File: src/sv/stca_pkg.sv
`default_nettype none
// ----------------------------------------------------------------------------
// Segment trace clock animator - shared definitions
// Stream widths, the trail entry layout, the result layout and the stroke
// and segment position tables used to draw the time digits.
// ----------------------------------------------------------------------------
package stca_pkg;

    // Stream widths, padded to whole bytes
    localparam int IN_TDATA_W  = 24;
    localparam int OUT_TDATA_W = 24;

    // Stroke code that means "no segment this frame"
    localparam logic [2:0] PAUSE = 3'd7;

    // Number of digit positions and strokes per digit
    localparam int NUM_DIGITS = 6;
    localparam int STROKES_PER_DIGIT = 8;

    // Trail memory entry
    typedef struct packed {
        logic       lit;
        logic [1:0] com;
        logic [4:0] seg;
    } entry_t;

    localparam int ENTRY_W = $bits(entry_t);

    // One result, last field in the lowest bits
    typedef struct packed {
        logic       done_res;
        logic       pm_on;
        logic       colon_on;
        logic [4:0] clear_seg;
        logic [1:0] clear_com;
        logic       clear_pixel;
        logic [4:0] set_seg;
        logic [1:0] set_com;
        logic       set_pixel;
    } res_t;

    localparam int RES_W = $bits(res_t);

    // Stroke order per digit: segments A..G as 0..6, PAUSE for a rest frame
    localparam logic [2:0] STROKES [10][8] = '{
        '{3'd0, 3'd7, 3'd5, 3'd4, 3'd3, 3'd2, 3'd1, 3'd7},
        '{3'd1, 3'd7, 3'd7, 3'd7, 3'd2, 3'd7, 3'd7, 3'd7},
        '{3'd0, 3'd1, 3'd6, 3'd4, 3'd7, 3'd7, 3'd7, 3'd3},
        '{3'd0, 3'd1, 3'd6, 3'd7, 3'd7, 3'd7, 3'd2, 3'd3},
        '{3'd5, 3'd7, 3'd6, 3'd1, 3'd7, 3'd7, 3'd7, 3'd2},
        '{3'd0, 3'd7, 3'd5, 3'd7, 3'd6, 3'd7, 3'd2, 3'd3},
        '{3'd0, 3'd7, 3'd5, 3'd4, 3'd3, 3'd2, 3'd7, 3'd6},
        '{3'd0, 3'd7, 3'd7, 3'd1, 3'd7, 3'd7, 3'd2, 3'd7},
        '{3'd0, 3'd5, 3'd6, 3'd2, 3'd3, 3'd4, 3'd7, 3'd1},
        '{3'd0, 3'd5, 3'd6, 3'd1, 3'd7, 3'd7, 3'd2, 3'd3}
    };

    // {com, seg} of segments A..G for each digit position
    localparam logic [6:0] SEG_POS [6][7] = '{
        '{{2'd1, 5'd18}, {2'd2, 5'd19}, {2'd0, 5'd19}, {2'd1, 5'd18},
          {2'd0, 5'd18}, {2'd2, 5'd18}, {2'd1, 5'd19}},
        '{{2'd2, 5'd20}, {2'd2, 5'd21}, {2'd1, 5'd21}, {2'd0, 5'd21},
          {2'd0, 5'd20}, {2'd1, 5'd17}, {2'd1, 5'd20}},
        '{{2'd0, 5'd22}, {2'd2, 5'd23}, {2'd0, 5'd23}, {2'd0, 5'd22},
          {2'd1, 5'd22}, {2'd2, 5'd22}, {2'd1, 5'd23}},
        '{{2'd2, 5'd1},  {2'd2, 5'd10}, {2'd0, 5'd1},  {2'd0, 5'd0},
          {2'd1, 5'd0},  {2'd2, 5'd0},  {2'd1, 5'd1}},
        '{{2'd2, 5'd2},  {2'd2, 5'd3},  {2'd0, 5'd4},  {2'd0, 5'd3},
          {2'd0, 5'd2},  {2'd1, 5'd2},  {2'd1, 5'd3}},
        '{{2'd2, 5'd4},  {2'd2, 5'd5},  {2'd1, 5'd6},  {2'd0, 5'd6},
          {2'd0, 5'd5},  {2'd1, 5'd4},  {2'd1, 5'd5}}
    };

    // Stroke code of a digit at one step; digits above nine rest
    function automatic logic [2:0] stroke_code(input logic [3:0] d, input logic [2:0] step);
        logic [2:0] code;
        code = PAUSE;
        if (d <= 4'd9)
            code = STROKES[d][step];
        return code;
    endfunction

    // {com, seg} of one segment of one digit position
    function automatic logic [6:0] seg_lookup(input logic [2:0] pos, input logic [2:0] code);
        logic [6:0] cs;
        cs = '0;
        if (pos <= 3'd5 && code <= 3'd6)
            cs = SEG_POS[pos][code];
        return cs;
    endfunction

    // Split a value below 64 into {tens, ones}
    function automatic logic [6:0] split_tens(input logic [5:0] v);
        logic [2:0] tens;
        logic [5:0] base;
        tens = 3'd0;
        base = 6'd0;
        if (v >= 6'd60)
        begin
            tens = 3'd6;
            base = 6'd60;
        end
        else if (v >= 6'd50)
        begin
            tens = 3'd5;
            base = 6'd50;
        end
        else if (v >= 6'd40)
        begin
            tens = 3'd4;
            base = 6'd40;
        end
        else if (v >= 6'd30)
        begin
            tens = 3'd3;
            base = 6'd30;
        end
        else if (v >= 6'd20)
        begin
            tens = 3'd2;
            base = 6'd20;
        end
        else if (v >= 6'd10)
        begin
            tens = 3'd1;
            base = 6'd10;
        end
        return {tens, 4'(v - base)};
    endfunction

endpackage
`default_nettype wire

File: src/sv/stca_ram.sv
`default_nettype none
// ----------------------------------------------------------------------------
// Generic simple dual-port RAM
// One write port, one read port, read data registered (old data on a read of
// the entry written at the same edge).
// ----------------------------------------------------------------------------
module stca_ram #(
    parameter int WIDTH = 8,
    parameter int DEPTH = 16
) (
    input  wire logic                       clk,
    input  wire logic                       we,
    input  wire logic [$clog2(DEPTH)-1:0]   waddr,
    input  wire logic [WIDTH-1:0]           wdata,
    input  wire logic [$clog2(DEPTH)-1:0]   raddr,
    output logic      [WIDTH-1:0]           rdata
);

    logic [WIDTH-1:0] mem [DEPTH];
    logic [WIDTH-1:0] rdata_reg;

    // Write and registered read
    always_ff @(posedge clk)
    begin
        if (we)
            mem[waddr] <= wdata;
        rdata_reg <= mem[raddr];
    end

    assign rdata = rdata_reg;

endmodule
`default_nettype wire

File: src/sv/segment_trace_clock_animator_core.sv
`default_nettype none
// A result is registered when its tick request is taken. Throughput: one tick per
// cycle while the skid entry is empty; the trail memory is prefetched at the next
// tail address so each tick is one read, at most one write and one table lookup.
// A two-entry output stage keeps s_axis_tready high while one result waits.
// Reset: animation inactive, 12-hour mode; the next tick starts a new animation.
// ----------------------------------------------------------------------------
// Segment trace clock animator
// Draws hh mm ss one segment per tick with a trail of lit segments held in a ring
// memory; clears the oldest segment once the trail is full, save on the final run.
// ----------------------------------------------------------------------------
module segment_trace_clock_animator_core #(
    parameter int TRAIL_LENGTH   = 16,
    parameter int FRAMES_PER_RUN = 64,
    parameter int RUN_COUNT      = 4
) (
    input  wire logic                               clk,
    input  wire logic                               rst_n,
    // tdata: hour[4:0], minute[10:5], second[16:11], zero pad
    input  wire logic                               s_axis_tvalid,
    output logic                                    s_axis_tready,
    input  wire logic [stca_pkg::IN_TDATA_W-1:0]    s_axis_tdata,
    // tdata: set_pixel[0], set_com[2:1], set_seg[7:3], clear_pixel[8],
    //        clear_com[10:9], clear_seg[15:11], colon_on[16], pm_on[17],
    //        done_res[18], zero pad
    output logic                                    m_axis_tvalid,
    input  wire logic                               m_axis_tready,
    output logic      [stca_pkg::OUT_TDATA_W-1:0]   m_axis_tdata,
    // clock_24h register
    input  wire logic                               cfg_valid,
    output logic                                    cfg_ready,
    input  wire logic                               cfg_data
);

    import stca_pkg::*;

    localparam int PW = $clog2(TRAIL_LENGTH);
    localparam int FW = $clog2(FRAMES_PER_RUN + 1);
    localparam int RW = $clog2(RUN_COUNT + 1);
    localparam int DRAW_END = FRAMES_PER_RUN - TRAIL_LENGTH;
    localparam logic [PW-1:0] PTR_LAST = PW'(TRAIL_LENGTH - 1);
    localparam logic [FW-1:0] FRAME_DRAW_END = FW'(DRAW_END);
    localparam logic [FW-1:0] FRAME_RESTART = FW'(FRAMES_PER_RUN);
    localparam logic [RW-1:0] RUNS_INIT = RW'(RUN_COUNT);

    // Ring pointer increment with wrap
    function automatic logic [PW-1:0] ptr_inc(input logic [PW-1:0] p);
        return (p == PTR_LAST) ? '0 : p + 1'b1;
    endfunction

    // ------------------------------------------------------------------
    // State
    // ------------------------------------------------------------------
    logic            clock_24h_reg;
    logic            active_reg,  active_next;
    logic [FW-1:0]   frame_reg,   frame_next;
    logic [2:0]      pos_reg,     pos_next;
    logic [PW-1:0]   head_reg,    head_next;
    logic [PW-1:0]   tail_reg,    tail_next;
    logic            colon_reg,   colon_next;
    logic [RW-1:0]   runs_reg,    runs_next;
    logic            pm_reg,      pm_next;
    logic [3:0]      digit_reg  [NUM_DIGITS];
    logic [3:0]      digit_next [NUM_DIGITS];

    // Forwarding of a write that hits the prefetched tail entry
    logic            fwd_valid_reg, fwd_valid_next;
    entry_t          fwd_data_reg;

    // Output stage
    logic            out_valid_reg, out_valid_next;
    res_t            out_data_reg,  out_data_next;
    logic            skid_valid_reg, skid_valid_next;
    res_t            skid_data_reg,  skid_data_next;

    // Tick datapath
    logic            accept;
    logic            out_pop;
    logic [4:0]      hour_in;
    logic [5:0]      minute_in;
    logic [5:0]      second_in;
    logic [4:0]      hour_disp;
    logic [4:0]      hour_mod;
    logic [6:0]      split_h;
    logic [6:0]      split_m;
    logic [6:0]      split_s;
    logic [3:0]      digit_smp [NUM_DIGITS];
    logic            pm_smp;

    logic [FW-1:0]   frame_e;
    logic [2:0]      pos_e;
    logic [PW-1:0]   head_e;
    logic [PW-1:0]   tail_e;
    logic            colon_e;
    logic [RW-1:0]   runs_e;
    logic            pm_e;
    logic [3:0]      digit_cur;
    logic [2:0]      code;
    logic [6:0]      com_seg;
    logic            ring_full;
    logic            draw;
    logic            restart;
    logic [RW-1:0]   runs_dec;
    entry_t          tail_entry;
    entry_t          ram_q;
    logic            ram_we;
    entry_t          ram_wdata;
    logic [PW-1:0]   ram_raddr;
    res_t            res;

    assign accept    = s_axis_tvalid && s_axis_tready;
    assign out_pop   = out_valid_reg && m_axis_tready;
    assign cfg_ready = 1'b1;

    // ------------------------------------------------------------------
    // Time sampling: digits from the incoming request
    // ------------------------------------------------------------------
    assign hour_in   = s_axis_tdata[4:0];
    assign minute_in = s_axis_tdata[10:5];
    assign second_in = s_axis_tdata[16:11];

    always_comb
    begin
        pm_smp   = (hour_in >= 5'd12);
        hour_mod = hour_in;
        if (hour_mod >= 5'd12)
            hour_mod = hour_mod - 5'd12;
        if (hour_mod >= 5'd12)
            hour_mod = hour_mod - 5'd12;
        if (hour_mod == 5'd0)
            hour_mod = 5'd12;
        hour_disp = clock_24h_reg ? hour_in : hour_mod;
    end

    assign split_h = split_tens({1'b0, hour_disp});
    assign split_m = split_tens(minute_in);
    assign split_s = split_tens(second_in);

    assign digit_smp[0] = {1'b0, split_h[6:4]};
    assign digit_smp[1] = split_h[3:0];
    assign digit_smp[2] = {1'b0, split_m[6:4]};
    assign digit_smp[3] = split_m[3:0];
    assign digit_smp[4] = {1'b0, split_s[6:4]};
    assign digit_smp[5] = split_s[3:0];

    // ------------------------------------------------------------------
    // Tick: state seen by this tick (fresh on animation start)
    // ------------------------------------------------------------------
    assign frame_e = active_reg ? frame_reg : '0;
    assign pos_e   = active_reg ? pos_reg   : 3'd0;
    assign head_e  = active_reg ? head_reg  : '0;
    assign tail_e  = active_reg ? tail_reg  : '0;
    assign colon_e = active_reg ? colon_reg : 1'b0;
    assign runs_e  = active_reg ? runs_reg  : RUNS_INIT;
    assign pm_e    = (active_reg || clock_24h_reg) ? pm_reg : pm_smp;

    assign digit_cur = active_reg ? digit_reg[pos_e] : digit_smp[pos_e];

    assign draw    = (frame_e < FRAME_DRAW_END);
    assign restart = (frame_e >= FRAME_RESTART);

    // Stroke and segment lookup, leading hour zero blanked in 12-hour mode
    always_comb
    begin
        code = stroke_code(digit_cur, frame_e[2:0]);
        if (pos_e == 3'd0 && digit_cur == 4'd0 && !clock_24h_reg)
            code = PAUSE;
        com_seg = seg_lookup(pos_e, code);
    end

    assign ring_full  = (ptr_inc(head_e) == tail_e);
    assign tail_entry = fwd_valid_reg ? fwd_data_reg : ram_q;
    assign runs_dec   = runs_e - 1'b1;

    // Next state and result
    always_comb
    begin
        active_next = active_reg;
        frame_next  = frame_reg;
        pos_next    = pos_reg;
        head_next   = head_reg;
        tail_next   = tail_reg;
        colon_next  = colon_reg;
        runs_next   = runs_reg;
        pm_next     = pm_reg;
        for (int i = 0; i < NUM_DIGITS; i++)
            digit_next[i] = digit_reg[i];
        ram_we    = 1'b0;
        ram_wdata = '0;
        res       = '0;

        if (accept)
        begin
            active_next = 1'b1;
            frame_next  = frame_e;
            pos_next    = pos_e;
            head_next   = head_e;
            tail_next   = tail_e;
            colon_next  = colon_e;
            runs_next   = runs_e;
            pm_next     = pm_e;
            if (!active_reg)
            begin
                for (int i = 0; i < NUM_DIGITS; i++)
                    digit_next[i] = digit_smp[i];
            end

            // Pop the oldest trail entry once the ring is full
            if (ring_full)
            begin
                if (tail_entry.lit && runs_e > RW'(1))
                begin
                    res.clear_pixel = 1'b1;
                    res.clear_com   = tail_entry.com;
                    res.clear_seg   = tail_entry.seg;
                end
                tail_next = ptr_inc(tail_e);
            end

            if (draw)
            begin
                // colon flips where frame mod 24 is 12
                if ((pos_e == 3'd1 || pos_e == 3'd4) && frame_e[2:0] == 3'd4)
                    colon_next = ~colon_e;
                ram_we = 1'b1;
                if (code != PAUSE)
                begin
                    res.set_pixel = 1'b1;
                    res.set_com   = com_seg[6:5];
                    res.set_seg   = com_seg[4:0];
                    ram_wdata     = '{lit: 1'b1, com: com_seg[6:5], seg: com_seg[4:0]};
                end
                head_next = ptr_inc(head_e);
            end
            else if (!restart)
            begin
                head_next = ptr_inc(head_e);
            end

            if (restart)
            begin
                runs_next  = runs_dec;
                frame_next = '0;
                pos_next   = 3'd0;
                if (runs_dec == '0)
                begin
                    res.done_res = 1'b1;
                    active_next  = 1'b0;
                end
                else
                begin
                    for (int i = 0; i < NUM_DIGITS; i++)
                        digit_next[i] = digit_smp[i];
                    if (!clock_24h_reg)
                        pm_next = pm_smp;
                end
            end
            else
            begin
                frame_next = frame_e + 1'b1;
                if (frame_e[2:0] == 3'd7)
                    pos_next = (pos_e == 3'd5) ? 3'd0 : pos_e + 3'd1;
            end

            res.colon_on = colon_next;
            res.pm_on    = pm_next;
        end
    end

    // ------------------------------------------------------------------
    // Trail memory: prefetch the entry at the tail the next tick will see
    // ------------------------------------------------------------------
    assign ram_raddr      = accept ? tail_next : tail_reg;
    assign fwd_valid_next = ram_we && (head_e == ram_raddr);

    stca_ram #(
        .WIDTH (ENTRY_W),
        .DEPTH (TRAIL_LENGTH)
    ) u_trail_ram (
        .clk   (clk),
        .we    (ram_we),
        .waddr (head_e),
        .wdata (ram_wdata),
        .raddr (ram_raddr),
        .rdata (ram_q)
    );

    always_ff @(posedge clk)
    begin
        fwd_data_reg <= ram_wdata;
    end

    // ------------------------------------------------------------------
    // Output stage: result register plus skid entry
    // ------------------------------------------------------------------
    always_comb
    begin
        out_valid_next  = out_valid_reg;
        out_data_next   = out_data_reg;
        skid_valid_next = skid_valid_reg;
        skid_data_next  = skid_data_reg;
        if (accept)
        begin
            if (!out_valid_reg || out_pop)
            begin
                out_valid_next = 1'b1;
                out_data_next  = res;
            end
            else
            begin
                skid_valid_next = 1'b1;
                skid_data_next  = res;
            end
        end
        else if (out_pop)
        begin
            if (skid_valid_reg)
            begin
                out_data_next   = skid_data_reg;
                skid_valid_next = 1'b0;
            end
            else
            begin
                out_valid_next = 1'b0;
            end
        end
    end

    assign s_axis_tready = !skid_valid_reg;
    assign m_axis_tvalid = out_valid_reg;
    assign m_axis_tdata  = {(OUT_TDATA_W - RES_W)'(0), out_data_reg};

    // ------------------------------------------------------------------
    // Registers
    // ------------------------------------------------------------------
    always_ff @(posedge clk or negedge rst_n)
    begin
        if (!rst_n)
        begin
            clock_24h_reg  <= 1'b0;
            active_reg     <= 1'b0;
            frame_reg      <= '0;
            pos_reg        <= 3'd0;
            head_reg       <= '0;
            tail_reg       <= '0;
            colon_reg      <= 1'b0;
            runs_reg       <= RUNS_INIT;
            pm_reg         <= 1'b0;
            for (int i = 0; i < NUM_DIGITS; i++)
                digit_reg[i] <= 4'd0;
            fwd_valid_reg  <= 1'b0;
            out_valid_reg  <= 1'b0;
            skid_valid_reg <= 1'b0;
        end
        else
        begin
            if (cfg_valid && cfg_ready)
                clock_24h_reg <= cfg_data;
            active_reg     <= active_next;
            frame_reg      <= frame_next;
            pos_reg        <= pos_next;
            head_reg       <= head_next;
            tail_reg       <= tail_next;
            colon_reg      <= colon_next;
            runs_reg       <= runs_next;
            pm_reg         <= pm_next;
            for (int i = 0; i < NUM_DIGITS; i++)
                digit_reg[i] <= digit_next[i];
            fwd_valid_reg  <= fwd_valid_next;
            out_valid_reg  <= out_valid_next;
            skid_valid_reg <= skid_valid_next;
        end
    end

    // Result payload, no reset needed
    always_ff @(posedge clk)
    begin
        out_data_reg  <= out_data_next;
        skid_data_reg <= skid_data_next;
    end

    // ------------------------------------------------------------------
    // Assertions
    // ------------------------------------------------------------------
    a_skid_implies_out: assert property (@(posedge clk) disable iff (!rst_n)
        skid_valid_reg |-> out_valid_reg)
        else $error("skid entry held while output register empty");

    a_frame_range: assert property (@(posedge clk) disable iff (!rst_n)
        frame_reg <= FRAME_RESTART)
        else $error("frame counter beyond restart tick");

    a_done_stops: assert property (@(posedge clk) disable iff (!rst_n)
        (accept && res.done_res) |=> !active_reg)
        else $error("animation still active after done");

    a_ptr_range: assert property (@(posedge clk) disable iff (!rst_n)
        head_reg <= PTR_LAST && tail_reg <= PTR_LAST)
        else $error("trail pointer out of range");

endmodule
`default_nettype wire

File: config.mk
export PLATFORM = sky130hd
export DESIGN_NAME = segment_trace_clock_animator_core
export DESIGN_NICKNAME = d
export VERILOG_FILES = /design/src/sv/stca_pkg.sv /design/src/sv/stca_ram.sv /design/src/sv/segment_trace_clock_animator_core.sv
export SDC_FILE = /design/constraint.sdc
export NUM_CORES = 1
export LEC_CHECK = 0
export ABC_AREA = 1
export BUFFER_PORTS_ARGS = -buffer_cell sky130_fd_sc_hd__clkbuf_2
export CORE_MARGIN = 10
export CORE_UTILIZATION = 40
export CTS_CLUSTER_DIAMETER = 150
export DETAILED_ROUTE_END_ITERATION = 7
export GPL_ROUTABILITY_DRIVEN = 0
export PLACE_DENSITY_LB_ADDON = 0.2
export SYNTH_ARGS = -nofsm -noshare
export SYNTH_HDL_FRONTEND = slang
export SYNTH_SLANG_ARGS = --single-unit
export TNS_END_PERCENT = 30
File: constraint.sdc
create_clock -name clk -period 9.57 [get_ports clk]
set_input_delay 1.914 -clock clk [delete_from_list [all_inputs] [get_ports clk]]
set_output_delay 1.914 -clock clk [all_outputs]
set_load 0.02 [all_outputs]
==> results of run 1 <==
-- cell type report --
cell class	count	area (um2)	area share (%)
well taps	378	473	3.70
multi-input cells	775	4130	32.3
clock buffers	35	746	5.84
flip-flops and latches	234	6610	51.7
clock inverters	13	87.6	0.685
inverters	116	435	3.41
repair buffers	54	298	2.33
-- worst max-delay path, delay by kind of cell --
kind            cells  cell delay, ns
compound gates      4            0.81
fa+ha+maj           3            0.70
buf+inv             7            1.08
simple gates       21            1.85
-- layout by cell type (no fill, tap or decap), drive strengths merged, types with 8 or more instances in the layout --
master | synthesis | routed
nand2 | 264 | 264
edfxtp | 166 | 166
nor2 | 155 | 155
o21ai | 137 | 137
inv | 110 | 111
clkbuf | 29 | 78
nand3 | 52 | 52
dfrtp | 51 | 51
ha | 32 | 32
o221ai | 29 | 29
a21oi | 21 | 21
dfxtp | 16 | 16
clkinv | 6 | 16
buf | 18 | 11
o211ai | 10 | 10
o22ai | 9 | 9
xor2 | 8 | 8
-- metal layers --
| layer | wire, um | global-route usage [%] |
|---|---|---|
| met1 | 13000 | 20.8 |
| met2 | 12000 | 22.8 |
| met3 | 1400 | 2.57 |
| met4 | 474 | 3.94 |
| met5 | 0 | 0 |
-- power breakdown --
| group | switching [mW] | total, mW | leakage (nW) | internal [mW] |
|---|---|---|---|---|
| combinational | 1.25 | 1.72 | 2.56 | 0.471 |
| clock | 0.407 | 0.957 | 0.411 | 0.550 |
| sequential | 0.0811 | 1.53 | 2.32 | 1.45 |
| total | 1.73 | 4.21 | 5.29 | 2.47 |
-- worst paths after layout --
path | start | to | slack [ns] | cells after the start
hold / removal | head_reg[1]$_DFFE_PN0P_ | head_reg[1]$_DFFE_PN0P_ | 0.48 | 2
hold reg to reg | head_reg[1]$_DFFE_PN0P_ | head_reg[1]$_DFFE_PN0P_ | 0.48 | 2
setup reg to reg | active_reg$_DFFE_PN0P_ | u_trail_ram.mem[10][0]$_DFFE_PP_ | 4.76 | 26
max in group asynchronous | rst_n | runs_reg[0]$_DFFE_PN0P_ | 7.57 | 2
min in group asynchronous | rst_n | clock_24h_reg$_DFFE_PN0P_ | 1.50 | 2
setup / recovery | s_axis_tdata[2] | u_trail_ram.mem[10][0]$_DFFE_PP_ | 3.41 | 35
-- kinds of logic after synthesis --
kind of cell               count (synthesis)  share of synthesized area (%)
AOI/OAI and AO/OA                        229                           12.1
xor gates and xnor gates                  15                           1.16
adders and majority gates                 35                           4.05
buffers and inverters                    163                           5.78
DFF                                      234                           58.1
muxes                                      4                          0.363
other                                      2                         0.0660
and+or+nand+nor                          486                           18.3
-- stage by stage --
stage                     hold WS [ns]  total power, mW  cell area [um2]  cells
final                            0.477             4.21            12800   1605
after global routing             0.500             4.52            12800   1605
after floorplan                  0.437             2.76            11400   1172
after global placement           0.456             3.25            11900   1557
after detailed placement         0.468             3.27            11900   1557
after CTS                        0.484             4.23            12800   1605
==> summary.md, run 1 <==
| Metric | Value |
|---|---|
| Max Slew Vio Count | 0 |
| Final setup skew | 0.0120 ns |
| Seq cells post-synth | 234 |
| Num ports | 57 |
| Slew margin rel. | 20.1% |
| Post-route ant nets | 0 |
| CTS Sinks | 234 |
| CP max stage cell | inv_1 |
| Starting Density | 40.7% |
| Synthesized cell area | 11400 um2 |
| Diodes inserted | 0 |
| Leakage power | 5.29 nW |
| Worst min path class | flop to flop |
| Async SR Flop Fraction | 22.2% |
| Worst-skew pair later-pin latency | 0.53 ns |
| Die area | 35600 um2 |
| Critical Path Most Common Cell | nand2_1 |
| Inserted Clock Buffers | 26 |
| Die extent in y | 189 um |
| Routed vias | 8172 |
| Vias in the first global route | 7834 |
| Vias per cell | 5.09 |
| WS Path Type | input pin to flop |
| Die width | 189 um |
| Pin slew with the least headroom to its limit | 1.20 ns |
| RSZ-0062 raised after global routing | false |
| GRT overflow | 0 |
| Fin crit share | 64.4% |
| First-pass GRT wire length | 42800 um |
| H-tree levels | 1 |
| P per Cell Area | 329 nW/um2 |
| Req. time, crit path | 9.81 ns |
| Slowest cell delay on critical path | 0.50 ns |
| Share of layout cells above drive strength 1 | 12.4% |
| Status | completed |
| CP Data Arrival Time | 6.40 ns |
| Root buffer cell | clkbuf_16 |
| Primary FF master, synth | edfxtp_1 |
| Yosys top cell area share | 43.8% |
| Tmin final | 6.16 ns |
| Layout area overhead | 12.3% |
| CTS tree | done |
| Gate Count Post-Synth | 1168 |
| Cell row count | 61 |
| Top-count cell post-synth | nand2_1 |
| Mean Syn Cell Area | 9.74 um2 |
| Max Clock Freq | 162 MHz |
| Aggregate global-route resource usage | 14.7% |
| IO buf count | 43 |
| Endpoint type of the worst setup path | flop |
| Hold Violations, Final | 0 |
| Pre-CTS WS | 2.94 ns |
| Initial antenna violation count | 0 |
| Peak supply drop | 0.148 mV |
| Ys Warns | 0 |
| Max reg flops | 128 |
| Seq/Total Area, Yosys | 58.1% |
| CP Launch Type | input pin |
| Setup Total Neg Slack | 0 ns |
| Library cells used by synthesis | 55 |
| Final nets | 1272 |
| PostCTS Resize Cnt | 0 |
| Clock Path Buffers | 3 |
| Largest area contributor in the netlist | edfxtp_1 |
| Post-CTS Hold Buffers | 0 |
| Main area contributors after synthesis | edfxtp_1 (44%), dfrtp_1 (11%), nand2_1 (8.1%) |
| Iteration-0 DRC Markers | 613 |
| Largest net degree at the start of global routing | 68 |
| Post-synth top cells | nand2_1 (244), edfxtp_1 (166), nor2_1 (147) |
| Core box area | 27900 um2 |
| Clock slew at reported path FFs | 0.06 ns |
| # setup viols final | 0 |
| Total of max-cap violations | 0 |
| Final design utilization | 45.7% |
| DRC | 0 |
| Fillcell total | 2700 |
| Post-DP HPWL | 17500 um |
| Post-synth EDFFs | 166 |
| CP max FO | 18 |
| Post-Route WL | 26800 um |
| Setup bufs post-CTS | 0 |
| DR pass1 iterations | 5 |
| Slack of the critical path | 3.41 ns |
| WL/cell | 16.7 um |
(Power assumes the default switching activity.)
==> inputs of run 2 (changes only) <==
Settings changed: ABC_AREA 1 to 0.
Clock period 9.57 ns to 5.2 ns, I/O delays scaled along.
==> run 2 against run 1 <==
  * Via count increased by 3.9%
  * The flow now finishes with violations (negative setup slack)
  * Register-to-register slack got worse by 4.0 ns
  * Final area grew 17%
  * First-iteration DRC count decreased by 13%
==> summary.md, run 2 <==
| Metric | Value |
|---|---|
| Status | finished, violations left |
| Failing checks | negative setup slack |
| Core box area | 29600 um2 |
| Clock slew at reported path FFs | 0.06 ns |
| Post-synth top cells | edfxtp_1 (166), nand2_1 (100), mux2i_1 (86) |
| Post-synth EDFFs | 166 |
| Num ports | 57 |
| WL/cell | 18.7 um |
| Design area | 15000 um2 |
| Clock Path Buffers | 3 |
| Async SR Flop Fraction | 22.2% |
| Final setup skew | 0.0273 ns |
| # setup viols final | 75 |
| Aggregate global-route resource usage | 15.3% |
| Diodes inserted | 0 |
| CP max FO | 9 |
| Vias per cell | 5.36 |
| IO buf count | 43 |
| Starting Density | 40.5% |
| Tmin final | 5.45 ns |
| Die extent in y | 193 um |
| Post-CTS Hold Buffers | 0 |
| Pre-CTS WS | -1.03 ns |
| Yosys top cell area share | 41.5% |
| Reg2reg setup slack | 0.72 ns |
| Layout area overhead | 24.9% |
| Worst min path class | flop to flop |
| Primary FF master, synth | edfxtp_1 |
| Peak supply drop | 0.309 mV |
| First-pass GRT wire length | 47400 um |
| DR pass1 iterations | 5 |
| H-tree levels | 1 |
| Gate Count Post-Synth | 1042 |
| Seq/Total Area, Yosys | 55.0% |
| Inserted Clock Buffers | 27 |
| Max reg flops | 128 |
| CP Data Arrival Time | 5.85 ns |
| Post-Layout Cell Count | 1583 |
| GRT overflow | 0 |
| Worst Hold Launch | digit_reg[12]$_DFFE_PN0P_ |
| Routed vias | 8488 |
| Fillcell total | 2621 |
| P per Cell Area | 609 nW/um2 |
| Largest net degree at the start of global routing | 83 |
| CTS Sinks | 234 |
| Hold Violations, Final | 0 |
| Post-DP HPWL | 19900 um |
| WS Path Type | input pin to flop |
| Ys Warns | 0 |
| Initial antenna violation count | 0 |
| R2r worst-path depth | 18 |
| DRC | 0 |
| Hold Path Stages | 2 |
| Die area | 37300 um2 |
| CTS tree | done |
| Worst-skew pair later-pin latency | 0.55 ns |
| Area occupied by multi-input gates | 5420 um2 |
| Main area contributors after synthesis | edfxtp_1 (42%), dfrtp_1 (11%), mux2i_1 (7.2%) |
| Max Slew Vio Count | 0 |
| CP Launch Type | input pin |
| Largest area contributor in the netlist | edfxtp_1 |
| Synthesized cell area | 12000 um2 |
| Share of layout cells above drive strength 1 | 24.9% |
| FF+latch area | 6610 um2 |
| Mean Syn Cell Area | 11.5 um2 |
| Iteration-0 DRC Markers | 535 |
| Cell row count | 63 |
| Top-count cell post-synth | edfxtp_1 |
| RR Endpoint | u_trail_ram.mem[2][2]$_DFFE_PP_ |
| Vias in the first global route | 8499 |
| Total of max-cap violations | 0 |
| RSZ-0062 raised after global routing | true |
| Max Clock Freq | 184 MHz |
| Hold EP | digit_reg[12]$_DFFE_PN0P_ |
| Root buffer cell | clkbuf_16 |
| Pin slew with the least headroom to its limit | 1.11 ns |
| Reg-to-reg startpoint | active_reg$_DFFE_PN0P_ |
| Post-Route WL | 29600 um |
| Most frequent cells in the layout | edfxtp_1 (166), nand2_1 (95), buf_4 (92) |
| Placed cell count | 1505 |
| Final nets | 1237 |
| Slack of the critical path | -0.246 ns |
| Seq cells post-synth | 234 |
| Placed inst area | 13400 um2 |
| Slew margin rel. | 25.8% |
| Post-route ant nets | 0 |
| Req. time, crit path | 5.61 ns |
| Endpoint type of the worst setup path | flop |
| Leakage power | 6.01 nW |
| Fin crit share | 105% |
| Commonest non-fill, non-tap cell in the layout | edfxtp_1 |
| Library cells used by synthesis | 92 |
| Die width | 193 um |
## run 2: report_power, final
part	leakage (nW)	internal, mW	switching, mW
sequential	2.31	2.50	0.199
clock	0.452	1.21	0.772
combinational	3.25	2.04	2.40
total	6.01	5.75	3.37
## run 2: final cells by class
class                      instances  area share, %
sequential                       234           44.1
inverter                          36          0.935
clock buffer                      32           4.63
tap                              390           3.25
multi-input combinational        707           36.1
timing repair buffer             166           9.39
clock inverter                    18           1.59
## run 2: stage by stage
stage | total power [mW] | setup TNS, ns | hold slack, ns | util [%]
after CTS | 8.98 | -16.26 | 0.475 | 50.2
final | 9.12 | -10.10 | 0.472 | 50.6
after floorplan | 5.06 | -50.55 | 0.437 | -
after global placement | 6.36 | -110.09 | 0.458 | 45.3
after detailed placement | 6.41 | -123.58 | 0.461 | 45.3
after global routing | 9.63 | -30.71 | 0.493 | 50.6
## run 2: critical path, cell delays in order
cell and delay, ns:
buf_8 0.08, ha_4 0.13, or3b_4 0.38, nand3b_1 0.14, nand2_2 0.09, ha_4 0.19, a211oi_4 0.24, o31ai_4 0.15
xor2_2 0.22, o31ai_4 0.10, o211a_1 0.23, o211ai_1 0.27, nand2_2 0.15, ha_4 0.26, buf_4 0.14, buf_4 0.12
nor2_1 0.10, a21oi_1 0.07, o21ai_1 0.16, nor3_2 0.09, buf_4 0.13, o31a_1 0.33, or4_4 0.55, a31oi_4 0.25
buf_6 0.15, buf_12 0.11
## run 2: worst max path at each step
stage                                from                               to  slack, ns  cells past startpoint
after floorplan           s_axis_tdata[2]  u_trail_ram.mem[0][0]$_DFFE_PP_      -0.42                     22
after global placement    s_axis_tdata[2]  u_trail_ram.mem[4][0]$_DFFE_PP_      -0.95                     24
after detailed placement  s_axis_tdata[2]  u_trail_ram.mem[7][0]$_DFFE_PP_      -1.03                     24
after CTS                 s_axis_tdata[3]        m_axis_tdata[1]$_DFFE_PP_      -0.25                     25
after global routing      s_axis_tdata[3]  u_trail_ram.mem[2][2]$_DFFE_PP_      -0.39                     26
final                     s_axis_tdata[3]  u_trail_ram.mem[2][2]$_DFFE_PP_      -0.25                     26
## run 2: what timing repair did
item,4_1_cts,5_1_grt
pin swaps,23,14
resized for setup,50,28
cloned,2,0
setup buffers,24,6
setup endpoints to repair,148,152
## run 2: layer usage
layer / track usage (%) / part of all wire (%) / up-vias
li1: - / - / 4132
met1: 20.7 / 46 / 4138
met2: 24.6 / 47 / 169
met3: 2.61 / 4.1 / 49
met4: 4.41 / 2.4 / 0
met5: 0 / 0 / -
## run 2: cells by family after synthesis
| group | Yosys count | synth area share [%] |
|---|---|---|
| multiplexers | 98 | 8.39 |
| AND/OR/NAND/NOR | 299 | 12.0 |
| flip-flops | 234 | 55.0 |
| adder cells (fa/ha/maj) | 36 | 3.92 |
| buffers and inverters | 105 | 4.17 |
| XOR/XNOR | 15 | 1.09 |
| AO/OA/AOI/OAI | 253 | 15.3 |
| other | 2 | 0.0625 |
==> inputs of run 3 (changes only) <==
Settings changed: GPL_TIMING_DRIVEN from default to 0, SYNTH_HIERARCHICAL from default to 1.
==> run 3 against run 2 <==
  * The flow still finishes with violations (negative setup slack)
  * Sequential share of layout area rose by 2.4 points
  * Clock-buffer cell count rose by 6
  * Highest routed layer unchanged
  * First-iteration DRC count rose by 57%
  * Core utilization fell by 1.4 points
  * Wire length rose by 0.36%
  * Via count fell by 2.6%
  * Register-to-register slack got worse by 0.83 ns
  * Die area fell by 1.6%
  * Synthesized cell count fell by 8.3%
  * Sequential cell count did not move
  * Final area fell by 5.1%
  * Clock power fell by 6%
==> summary.md, run 3 <==
| Metric | Value |
|---|---|
| # setup viols final | 156 |
| Area occupied by multi-input gates | 5090 um2 |
| Design area | 14200 um2 |
| Die area | 36800 um2 |
| Cell row count | 62 |
| CTS tree | done |
| Seq cells post-synth | 234 |
| Num ports | 57 |
| Yosys top cell area share | 42.3% |
| Async SR Flop Fraction | 22.2% |
| CP max stage cell | a221oi_4 |
| GRT overflow | 0 |
| Iteration-0 DRC Markers | 841 |
| Leakage power | 5.53 nW |
| Clock Path Buffers | 3 |
| Die width | 192 um |
| Worst Hold Launch | digit_reg[5]$_DFFE_PN0P_ |
| Root buffer cell | clkbuf_16 |
| Post-synth top cells | edfxtp_1 (166), nand2_1 (111), nor2_1 (72) |
| Seq/Total Area, Yosys | 56.0% |
| WS Path Type | input pin to flop |
| Fin crit share | 107% |
| H-tree levels | 1 |
| Clock slew at reported path FFs | 0.06 ns |
| Slowest cell delay on critical path | 0.34 ns |
| Post-synth EDFFs | 166 |
| Req. time, crit path | 5.48 ns |
| Post-Layout Cell Count | 1468 |
| Placed cell count | 1383 |
| Layout area overhead | 20.6% |
| Failing checks | negative setup slack |
| Ys Warns | 6 |
| Gate Count Post-Synth | 955 |
| Largest area contributor in the netlist | edfxtp_1 |
| Tmin final | 5.56 ns |
| Placed inst area | 12700 um2 |
| Top-count cell post-synth | edfxtp_1 |
| Vias per cell | 5.63 |
| Inserted Clock Buffers | 25 |
| Mean Syn Cell Area | 12.3 um2 |
| Core box area | 28900 um2 |
| Main area contributors after synthesis | edfxtp_1 (42%), dfrtp_1 (11%), mux4_2 (3.6%) |
| Library cells used by synthesis | 99 |
| WL/cell | 20.2 um |
| Pin slew with the least headroom to its limit | 1.30 ns |
| Slack of the critical path | -0.361 ns |
| IO buf count | 39 |
| Starting Density | 40.8% |
| Most frequent cells in the layout | edfxtp_1 (166), nand2_1 (109), nor2_1 (65) |
| CTS Sinks | 234 |
| FF+latch area | 6610 um2 |
| Diodes inserted | 0 |
| Final setup skew | 0.0166 ns |
| Aggregate global-route resource usage | 16.0% |
| P per Cell Area | 584 nW/um2 |
| Status | finished, violations left |
| Total of max-cap violations | 0 |
| Slew margin rel. | 12.6% |
| Worst-skew pair later-pin latency | 0.54 ns |
| CP startpoint | s_axis_tdata[3] |
| RSZ-0062 raised after global routing | true |
| Post-DP HPWL | 20000 um |
| Primary FF master, synth | edfxtp_1 |
| Initial antenna violation count | 0 |
| Fillcell total | 2507 |
| Post-route ant nets | 0 |
| Die extent in y | 192 um |
| Largest net degree at the start of global routing | 53 |
| Commonest non-fill, non-tap cell in the layout | edfxtp_1 |
| Worst min path class | flop to flop |
| Pre-CTS WS | -1.85 ns |
| Max Slew Vio Count | 0 |
| Reg-to-reg startpoint | active_reg$_DFFE_PN0P_ |
| Max reg flops | 128 |
| CP max FO | 6 |
| Critical Path Most Common Cell | ha_4 |
| First-pass GRT wire length | 46600 um |
| Vias in the first global route | 8087 |
| Post-Route WL | 29700 um |
| Post-CTS Hold Buffers | 0 |
| DRC | 0 |
| Synthesized cell area | 11800 um2 |
| Hold Violations, Final | 0 |
| Endpoint type of the worst setup path | flop |
| CP Data Arrival Time | 5.84 ns |
| Max Clock Freq | 180 MHz |
| Peak supply drop | 0.321 mV |
| Final nets | 1127 |
| Routed vias | 8267 |
| Share of layout cells above drive strength 1 | 23.8% |
| DR pass1 iterations | 6 |
| CP Launch Type | input pin |
-- run 3: changes by cell type after synthesis, moves of 11 or more --
cell      change
mux2i_1      -65
mux4_2       +18
nor2b_1      -17
a211o_1      -15
a211oi_1     -14
mux4_1       +14
a21oi_1      -11
nand2_1      +11
-- run 3: metal layers --
metal	vias to the layer above	part of all wire [%]	wire length (um)	track usage (%)
li1	3830	-	-	-
met1	4103	45	13400	22.0
met2	284	46	13700	25.5
met3	50	6.6	1970	2.88
met4	0	1.9	571	3.82
met5	-	0	0	0
-- run 3: cell families (layout without fill, tap and decap cells) --
kind of cell             after synthesis  after routing  synth area share (%)
buffers and inverters                 93            217                  3.84
other                                  2              6                0.0637
AND/OR/NAND/NOR                      301            301                  12.5
adder cells (fa/ha/maj)               32             32                  3.59
multiplexers                          62             62                  9.29
AO/OA/AOI/OAI                        218            219                  13.7
XOR/XNOR                              13             13                 0.965
flip-flops                           234            234                  56.0
-- run 3: power by group --
part	switching [mW]	total, mW	internal, mW
registers	0.130	2.53	2.40
logic	2.30	3.91	1.61
clock network	0.740	1.87	1.13
total	3.17	8.31	5.14
-- run 3: worst paths after layout --
kind                       cells after the start  slack, ns                           end
setup / recovery                              26      -0.36     m_axis_tdata[4]$_DFFE_PP_
hold / removal                                 2       0.47      digit_reg[5]$_DFFE_PN0P_
hold reg to reg                                2       0.47      digit_reg[5]$_DFFE_PN0P_
setup reg to reg                              17      -0.11  u_trail_ram/rdata[2]$_DFF_P_
max in group asynchronous                      1       4.07       runs_reg[0]$_DFFE_PN0P_
min in group asynchronous                      1       0.61      digit_reg[9]$_DFFE_PN0P_
-- run 3: repair_timing --
item / CTS / global route
pin swaps: 35 / 9
cloned: 3 / 1
setup endpoints to repair: 156 / 180
gates resized for setup: 41 / 13
buffers inserted: 29 / 8
-- run 3: critical path, delay by kind of cell --
kind / cells / cell delay [ns]
AO/OA/AOI/OAI: 12 / 2.45
multiplexers: 1 / 0.18
adder cells (fa/ha/maj): 3 / 0.50
AND/OR/NAND/NOR: 7 / 1.28
buffers and inverters: 3 / 0.36
-- run 3: layout make-up --
type | count | area share, %
sequential | 234 | 46.4
timing repair buffer | 79 | 4.79
clock inverter | 8 | 0.440
buffer | 56 | 2.28
tap | 384 | 3.38
multi-input combinational | 633 | 35.8
clock buffer | 38 | 5.92
inverter | 36 | 0.985
-- run 3: stage by stage --
step / total power [mW] / util, % / TNS (ns) / hold slack [ns]
floorplan: 4.87 / - / -71.63 / 0.438
global placement: 5.69 / 43.7 / -234.17 / 0.459
detailed placement: 5.73 / 43.8 / -234.68 / 0.461
CTS: 8.15 / 48.8 / -21.72 / 0.475
global route: 8.74 / 49.2 / -65.16 / 0.493
finish: 8.31 / 49.2 / -33.58 / 0.471
